## src/hdl/lob_pkg.sv

```systemverilog
`timescale 1ns / 1ps
// ----------------------------------------------------------------------------
// lob_pkg
// Shared types and constants of the limit order book matcher.
// ----------------------------------------------------------------------------
package lob_pkg;

   // default book geometry
   localparam int LOB_LADDER_SLOTS     = 256;
   localparam int LOB_ORDERS_PER_LEVEL = 8;

   // slots covered by one group of the best-level search
   localparam int LOB_GROUP_SIZE = 16;
   localparam int LOB_GROUP_BITS = 4;

   // order side codes
   localparam logic SIDE_BUY  = 1'b0;
   localparam logic SIDE_SELL = 1'b1;

   typedef enum logic [1:0] {
      ST_FILLED = 2'd0,
      ST_RESTED = 2'd1,
      ST_WINDOW = 2'd2,
      ST_FULL   = 2'd3
   } status_type;

   typedef struct packed {
      logic        side;
      logic [31:0] price;
      logic [31:0] quantity;
      logic [31:0] reference;
   } lob_order_type;

   typedef struct packed {
      status_type  status;
      logic [31:0] buyer_reference;
      logic [31:0] seller_reference;
      logic [31:0] fill_price;
      logic [31:0] fill_quantity;
   } lob_result_type;

   typedef enum logic [3:0] {
      E_IDLE,
      E_GROUP,
      E_SLOT,
      E_OPP_RD,
      E_OPP_CHK,
      E_FILL,
      E_OWN_RD,
      E_OWN_CHK,
      E_SEND
   } eng_state_type;

endpackage

```

## src/hdl/lob_if.sv

```systemverilog
`timescale 1ns / 1ps
// ----------------------------------------------------------------------------
// lob_req_if / lob_rsp_if
// Valid/ready channels for incoming orders and for match results.
// ----------------------------------------------------------------------------
interface lob_req_if;
   logic        valid;
   logic        ready;
   logic        order_side;
   logic [31:0] order_price;
   logic [31:0] order_quantity;
   logic [31:0] order_reference;

   modport source (output valid, output order_side, output order_price,
                   output order_quantity, output order_reference, input ready);
   modport sink   (input valid, input order_side, input order_price,
                   input order_quantity, input order_reference, output ready);
endinterface


```

## src/hdl/lob_front.sv

```systemverilog
`timescale 1ns / 1ps
// ----------------------------------------------------------------------------
// lob_front
// Accepts orders, checks the price window and queues them for the engine.
// ----------------------------------------------------------------------------
module lob_front
   import lob_pkg::*;
#(
   parameter int LADDER_SLOTS = LOB_LADDER_SLOTS,
   localparam int SlotW = $clog2(LADDER_SLOTS)
) (
   input  logic               clock,
   input  logic               reset,
   input  logic               csr_write_enable,
   input  logic [31:0]        csr_write_data,
   lob_req_if.sink            req_ch,
   output logic               q_valid,
   input  logic               q_ready,
   output lob_order_type      q_order,
   output logic [SlotW-1:0]   q_slot,
   output logic               q_in_window
);

   logic [31:0]      base_price_ff;
   lob_order_type    q_order_ff  [2];
   logic [SlotW-1:0] q_slot_ff   [2];
   logic             q_win_ff    [2];
   logic             wr_ptr_ff, wr_ptr_in;
   logic             rd_ptr_ff, rd_ptr_in;
   logic [1:0]       count_ff, count_in;

   logic             push;
   logic             pop;
   logic [31:0]      offset;
   logic             in_window;

   // hold base price
   always_ff @(posedge clock) begin
      if (reset) begin
         base_price_ff <= '0;
      end else if (csr_write_enable) begin
         base_price_ff <= csr_write_data;
      end
   end

   // classify against the price window
   always_comb begin
      offset    = req_ch.order_price - base_price_ff;
      in_window = (req_ch.order_price >= base_price_ff) &&
                  (offset < 32'(LADDER_SLOTS));
   end

   assign req_ch.ready = (count_ff != 2'd2);
   assign push         = req_ch.valid && req_ch.ready;
   assign pop          = q_valid && q_ready;

   // advance queue pointers
   always_comb begin
      wr_ptr_in = push ? ~wr_ptr_ff : wr_ptr_ff;
      rd_ptr_in = pop  ? ~rd_ptr_ff : rd_ptr_ff;
      count_in  = count_ff + {1'b0, push} - {1'b0, pop};
   end

   always_ff @(posedge clock) begin
      if (reset) begin
         wr_ptr_ff <= 1'b0;
         rd_ptr_ff <= 1'b0;
         count_ff  <= 2'd0;
      end else begin
         wr_ptr_ff <= wr_ptr_in;
         rd_ptr_ff <= rd_ptr_in;
         count_ff  <= count_in;
      end
   end

   // store the classified transaction
   always_ff @(posedge clock) begin
      if (push) begin
         q_order_ff[wr_ptr_ff] <= '{side:      req_ch.order_side,
                                    price:     req_ch.order_price,
                                    quantity:  req_ch.order_quantity,
                                    reference: req_ch.order_reference};
         q_slot_ff[wr_ptr_ff]  <= offset[SlotW-1:0];
         q_win_ff[wr_ptr_ff]   <= in_window;
      end
   end

   assign q_valid     = (count_ff != 2'd0);
   assign q_order     = q_order_ff[rd_ptr_ff];
   assign q_slot      = q_slot_ff[rd_ptr_ff];
   assign q_in_window = q_win_ff[rd_ptr_ff];

endmodule

```

## src/flat_wrapper.sv

```systemverilog
// flat-port wrapper written by rule: the top's interface ports become plain ports
module lob_front_flat import lob_pkg::*;
#(
   parameter int LADDER_SLOTS = LOB_LADDER_SLOTS,
   localparam int SlotW = $clog2(LADDER_SLOTS)
)
  (clock, reset, csr_write_enable, csr_write_data, q_valid, q_ready, q_order, q_slot, q_in_window, req_ch_valid, req_ch_order_side, req_ch_order_price, req_ch_order_quantity, req_ch_order_reference, req_ch_ready);
  lob_req_if req_ch_i ();
  input  logic clock;
  input  logic reset;
  input  logic csr_write_enable;
  input  logic [31:0] csr_write_data;
  output logic q_valid;
  input  logic q_ready;
  output lob_order_type q_order;
  output logic [SlotW-1:0] q_slot;
  output logic q_in_window;
  input wire logic [$bits(req_ch_i.valid)-1:0] req_ch_valid;
  input wire logic [$bits(req_ch_i.order_side)-1:0] req_ch_order_side;
  input wire logic [$bits(req_ch_i.order_price)-1:0] req_ch_order_price;
  input wire logic [$bits(req_ch_i.order_quantity)-1:0] req_ch_order_quantity;
  input wire logic [$bits(req_ch_i.order_reference)-1:0] req_ch_order_reference;
  output wire logic [$bits(req_ch_i.ready)-1:0] req_ch_ready;
  assign req_ch_i.valid = req_ch_valid;
  assign req_ch_i.order_side = req_ch_order_side;
  assign req_ch_i.order_price = req_ch_order_price;
  assign req_ch_i.order_quantity = req_ch_order_quantity;
  assign req_ch_i.order_reference = req_ch_order_reference;
  assign req_ch_ready = req_ch_i.ready;
  lob_front #(.LADDER_SLOTS(LADDER_SLOTS)) u_core (.clock(clock), .reset(reset), .csr_write_enable(csr_write_enable), .csr_write_data(csr_write_data), .req_ch(req_ch_i), .q_valid(q_valid), .q_ready(q_ready), .q_order(q_order), .q_slot(q_slot), .q_in_window(q_in_window));
endmodule
```

## config.mk

```make
export PLATFORM = sky130hd
export DESIGN_NAME = lob_front_flat
export DESIGN_NICKNAME = d
export VERILOG_FILES = /design/src/hdl/lob_pkg.sv /design/src/hdl/lob_if.sv /design/src/hdl/lob_front.sv /design/src/flat_wrapper.sv
export SDC_FILE = /design/constraint.sdc
export NUM_CORES = 1
export LEC_CHECK = 0
export ABC_CLOCK_PERIOD_IN_PS = 12100
export BUFFER_PORTS_ARGS = -buffer_cell sky130_fd_sc_hd__buf_2
export CAP_MARGIN = 20
export CORE_MARGIN = 4
export CORE_UTILIZATION = 59
export DETAILED_ROUTE_END_ITERATION = 8
export GPL_ROUTABILITY_DRIVEN = 0
export PLACE_DENSITY = 0.91
export SLEW_MARGIN = 20
export SYNTH_ARGS = -nofsm -noshare
export SYNTH_HDL_FRONTEND = slang
export SYNTH_SLANG_ARGS = --single-unit
```

## constraint.sdc

```tcl
create_clock -name clock -period 12.1 [get_ports clock]
set_clock_uncertainty 0.05 [all_clocks]
set_input_delay 0.605 -clock clock [delete_from_list [all_inputs] [get_ports clock]]
set_output_delay 0.605 -clock clock [all_outputs]
set_load 0.05 [all_outputs]
```

==> impl_metrics.tcl <==
set metrics [dict create \
    rows 49 \
    die_y_um 145 \
    max_freq_mhz 283 \
    wl_per_cell_um 19.7 \
    tns_ns 0 \
    cp_cell_sequence "inv_1 > ha_1 > and3_4 > nand2_1 > a2111o_1 > and2_1 > a221o_1 > a2111oi_2 > nand4_1 > or4_1 > nor4_2" \
    hold_viol 0 \
    holdWs_ns 0.231 \
    period_share_pct 29.2 \
    grt_busiest_layer "met2" \
    layout_min_cycle_time_ns 3.53 \
    grt_antenna_before_repair 3 \
    max_stage_delay_ns 0.56 \
    cts_sinks 249 \
    worstMarginPinSlew_ns 1.02 \
    drt_iter0_markers 564 \
    yosys-top-cells-count "edfxtp_1 (212), mux2_2 (106), nor2_1 (65), inv_1 (43), a21oi_1 (40)" \
    synth_top_area_share_pct 57.3 \
    synthFlopType "edfxtp_1" \
    crit_slowest_cell "or4_1" \
    cts.htree.levels 1 \
    vias 7445 \
    fin_util_pct 73.0 \
    synth_cell_types 63 \
    viasPerCell 5.75 \
    cts_root_buf "clkbuf_16" \
    synth_area_um2 11100 \
    core_region_area_um2 18300 \
    worstSetupPathType "reg2reg" \
    leakage_nw 5.24 \
    portBuffers 241 \
    gr-usage-met3_pct 5.39 \
    drive_above_1_share_pct 37.7 \
    cts_tree "done" \
    maxSlewViolCount 0 \
    ctsResizeCount 0 \
    cp-start-kind "flip-flop" \
    syn_area_per_cell_um2 13.8 \
    ys_ff_latch 249 \
    clk_pin_slew_worst_paths_ns 0.06 \
    syn_nets 973 \
    cp_max_fo 10 \
    slew-limit-headroom_pct 32.0 \
    yosysWarnings 0 \
    drv_cap 0 \
    rsz0062_at_grt "no" \
    grt_pass1_vias 7532 \
    cts_made_buffers 26 \
    hp-class "in2reg" \
    finalNetCount 1214 \
    drc 0 \
    hold_buffers 0 \
    insertion_delay_ns 0.51 \
    setup_viol 0 \
    area_growth_pct 20.1 \
    post-dp-hpwl_um 17900 \
    grt.total_usage_pct 23.5 \
    timing.final.ws_setup_ns 8.57 \
    io-pin-count 242 \
    yosys.area.top_type "edfxtp_1" \
    dp_slack_ns 8.31 \
    drt-total-wl_um 25500 \
    synth-edff-count 212 \
    worst_ep_required_time_ns 12.36 \
    postSynthCellCount 804 \
    outcome "finished clean" \
    ant_nets 0 \
    seq_area_frac_synth_pct 63.9 \
    yosys-top-cells-area "edfxtp_1 (57%), mux2_2 (11%), dfxtp_1 (6.7%)" \
    peakVddDrop_v 0.000147 \
    synthArstFlopShare_pct 0 \
    start_util_pct 60.8 \
    nFillCells 1185 \
    grt_pass1_wl_um 40200 \
    pwr_density_cell_nw_per_um2 223 \
    postCtsSetupRepairBufs 0 \
    die_x_um 145 \
    die-area_um2 21100 \
    critPathCaptureType "flip-flop" \
    use_met1_pct 29.2 \
    dr.pass1.iters 7 \
    cp.arrival_ns 3.79 \
    grt_use_met2_pct 41.4 \
    gr-total-overflow 0 \
    synth_most_common_cell "edfxtp_1" \
    cts_buffer_depth 3 \
    grt_start_max_net_pins 71 \
]
worst max-delay path: cells and delay by family, from the launching register on:
family,cells,cell delay (ns)
AO/OA/AOI/OAI,3,1.02
adder cells (fa/ha/maj),1,0.45
buffers and inverters,1,0.05
flip-flops,1,0.34
AND/OR/NAND/NOR,6,1.41
placed cells by master (no fill, tap or decap), types with 5 or more instances in the layout:
| cell | synthesis | final |
|---|---|---|
| nand4_1 | 9 | 9 |
| clkinv_1 | 0 | 6 |
| a21oi_1 | 40 | 40 |
| buf_2 | 2 | 241 |
| nor3_1 | 7 | 7 |
| o21a_1 | 9 | 9 |
| dfxtp_1 | 37 | 36 |
| nand3_1 | 13 | 13 |
| xnor2_1 | 9 | 9 |
| a31oi_1 | 5 | 5 |
| a211oi_1 | 5 | 5 |
| mux2_2 | 106 | 106 |
| mux2i_1 | 36 | 36 |
| o21ai_0 | 20 | 20 |
| nor2_1 | 65 | 64 |
| ha_1 | 34 | 34 |
| clkbuf_16 | 0 | 27 |
| edfxtp_1 | 212 | 212 |
| inv_1 | 43 | 43 |
| a21o_1 | 8 | 8 |
| clkinv_2 | 0 | 6 |
| and2_1 | 6 | 6 |
| nand2_1 | 39 | 39 |
| xor2_1 | 12 | 12 |
through the flow:
step / total power [W] / cells / area, um^2
after detailed placement: 0.00225 / 1246 / 12500
after CTS: 0.00299 / 1294 / 13300
after global placement: 0.00221 / 1245 / 12500
after global routing: 0.00309 / 1295 / 13300
final: 0.00297 / 1295 / 13300
after floorplan: 0.00200 / 804 / 11100
power by group:
group	switching (W)	internal, W
clock	0.000308	0.000428
combinational	0.000783	0.000311
sequential	0.0000555	0.00109
total	0.00115	0.00182
state kept, by name, summed over array words and instances (netlist names), named ones only:
name	count
u_core.base_price_ff	32
u_core.count_ff	2
u_core.q_slot_ff	16
u_core.rd_ptr_ff	1
u_core.q_order_ff	194
u_core.q_win_ff	2
u_core.wr_ptr_ff	1
cells by family after synthesis:
logic type,count (synthesis),synth area share (%)
AO/OA/AOI/OAI,116,6.73
XOR/XNOR,21,1.65
flip-flops,249,63.9
multiplexers,142,14.0
buffers and inverters,75,2.69
AND/OR/NAND/NOR,166,7.00
adder cells (fa/ha/maj),35,4.01
final timing paths:
| kind | startpoint | end | slack (ns) | depth (start not counted) |
|---|---|---|---|---|
| setup / recovery | u_core.base_price_ff[9] | u_core.q_win_ff[0] | 8.57 | 11 |
| hold / removal | req_ch_order_reference[5] | u_core.q_order_ff[0][5] | 0.23 | 1 |
| setup reg to reg | u_core.base_price_ff[9] | u_core.q_win_ff[0] | 8.57 | 11 |
| hold reg to reg | u_core.base_price_ff[5] | u_core.base_price_ff[5] | 0.44 | 2 |
metal layers:
layer | part of all wire [%] | vias up
li1 | - | 3491
met1 | 38 | 3549
met4 | 2.7 | 4
met2 | 51 | 340
met3 | 8.3 | 61
met5 | 0.11 | -
area by class of cell:
class                           count  area, um^2  share of cell area [%]
Timing Repair Buffer              245        1260                    9.41
Tap cell                          229         287                    2.15
Multi-Input combinational cell    480        3720                    27.9
Antenna cell                        1        2.50                  0.0188
Clock buffer                       31         691                    5.18
Sequential cell                   249        7110                    53.3
Clock inverter                     17         115                   0.863
Inverter                           43         161                    1.21
No activity file was read; power rests on OpenSTA's default activity.
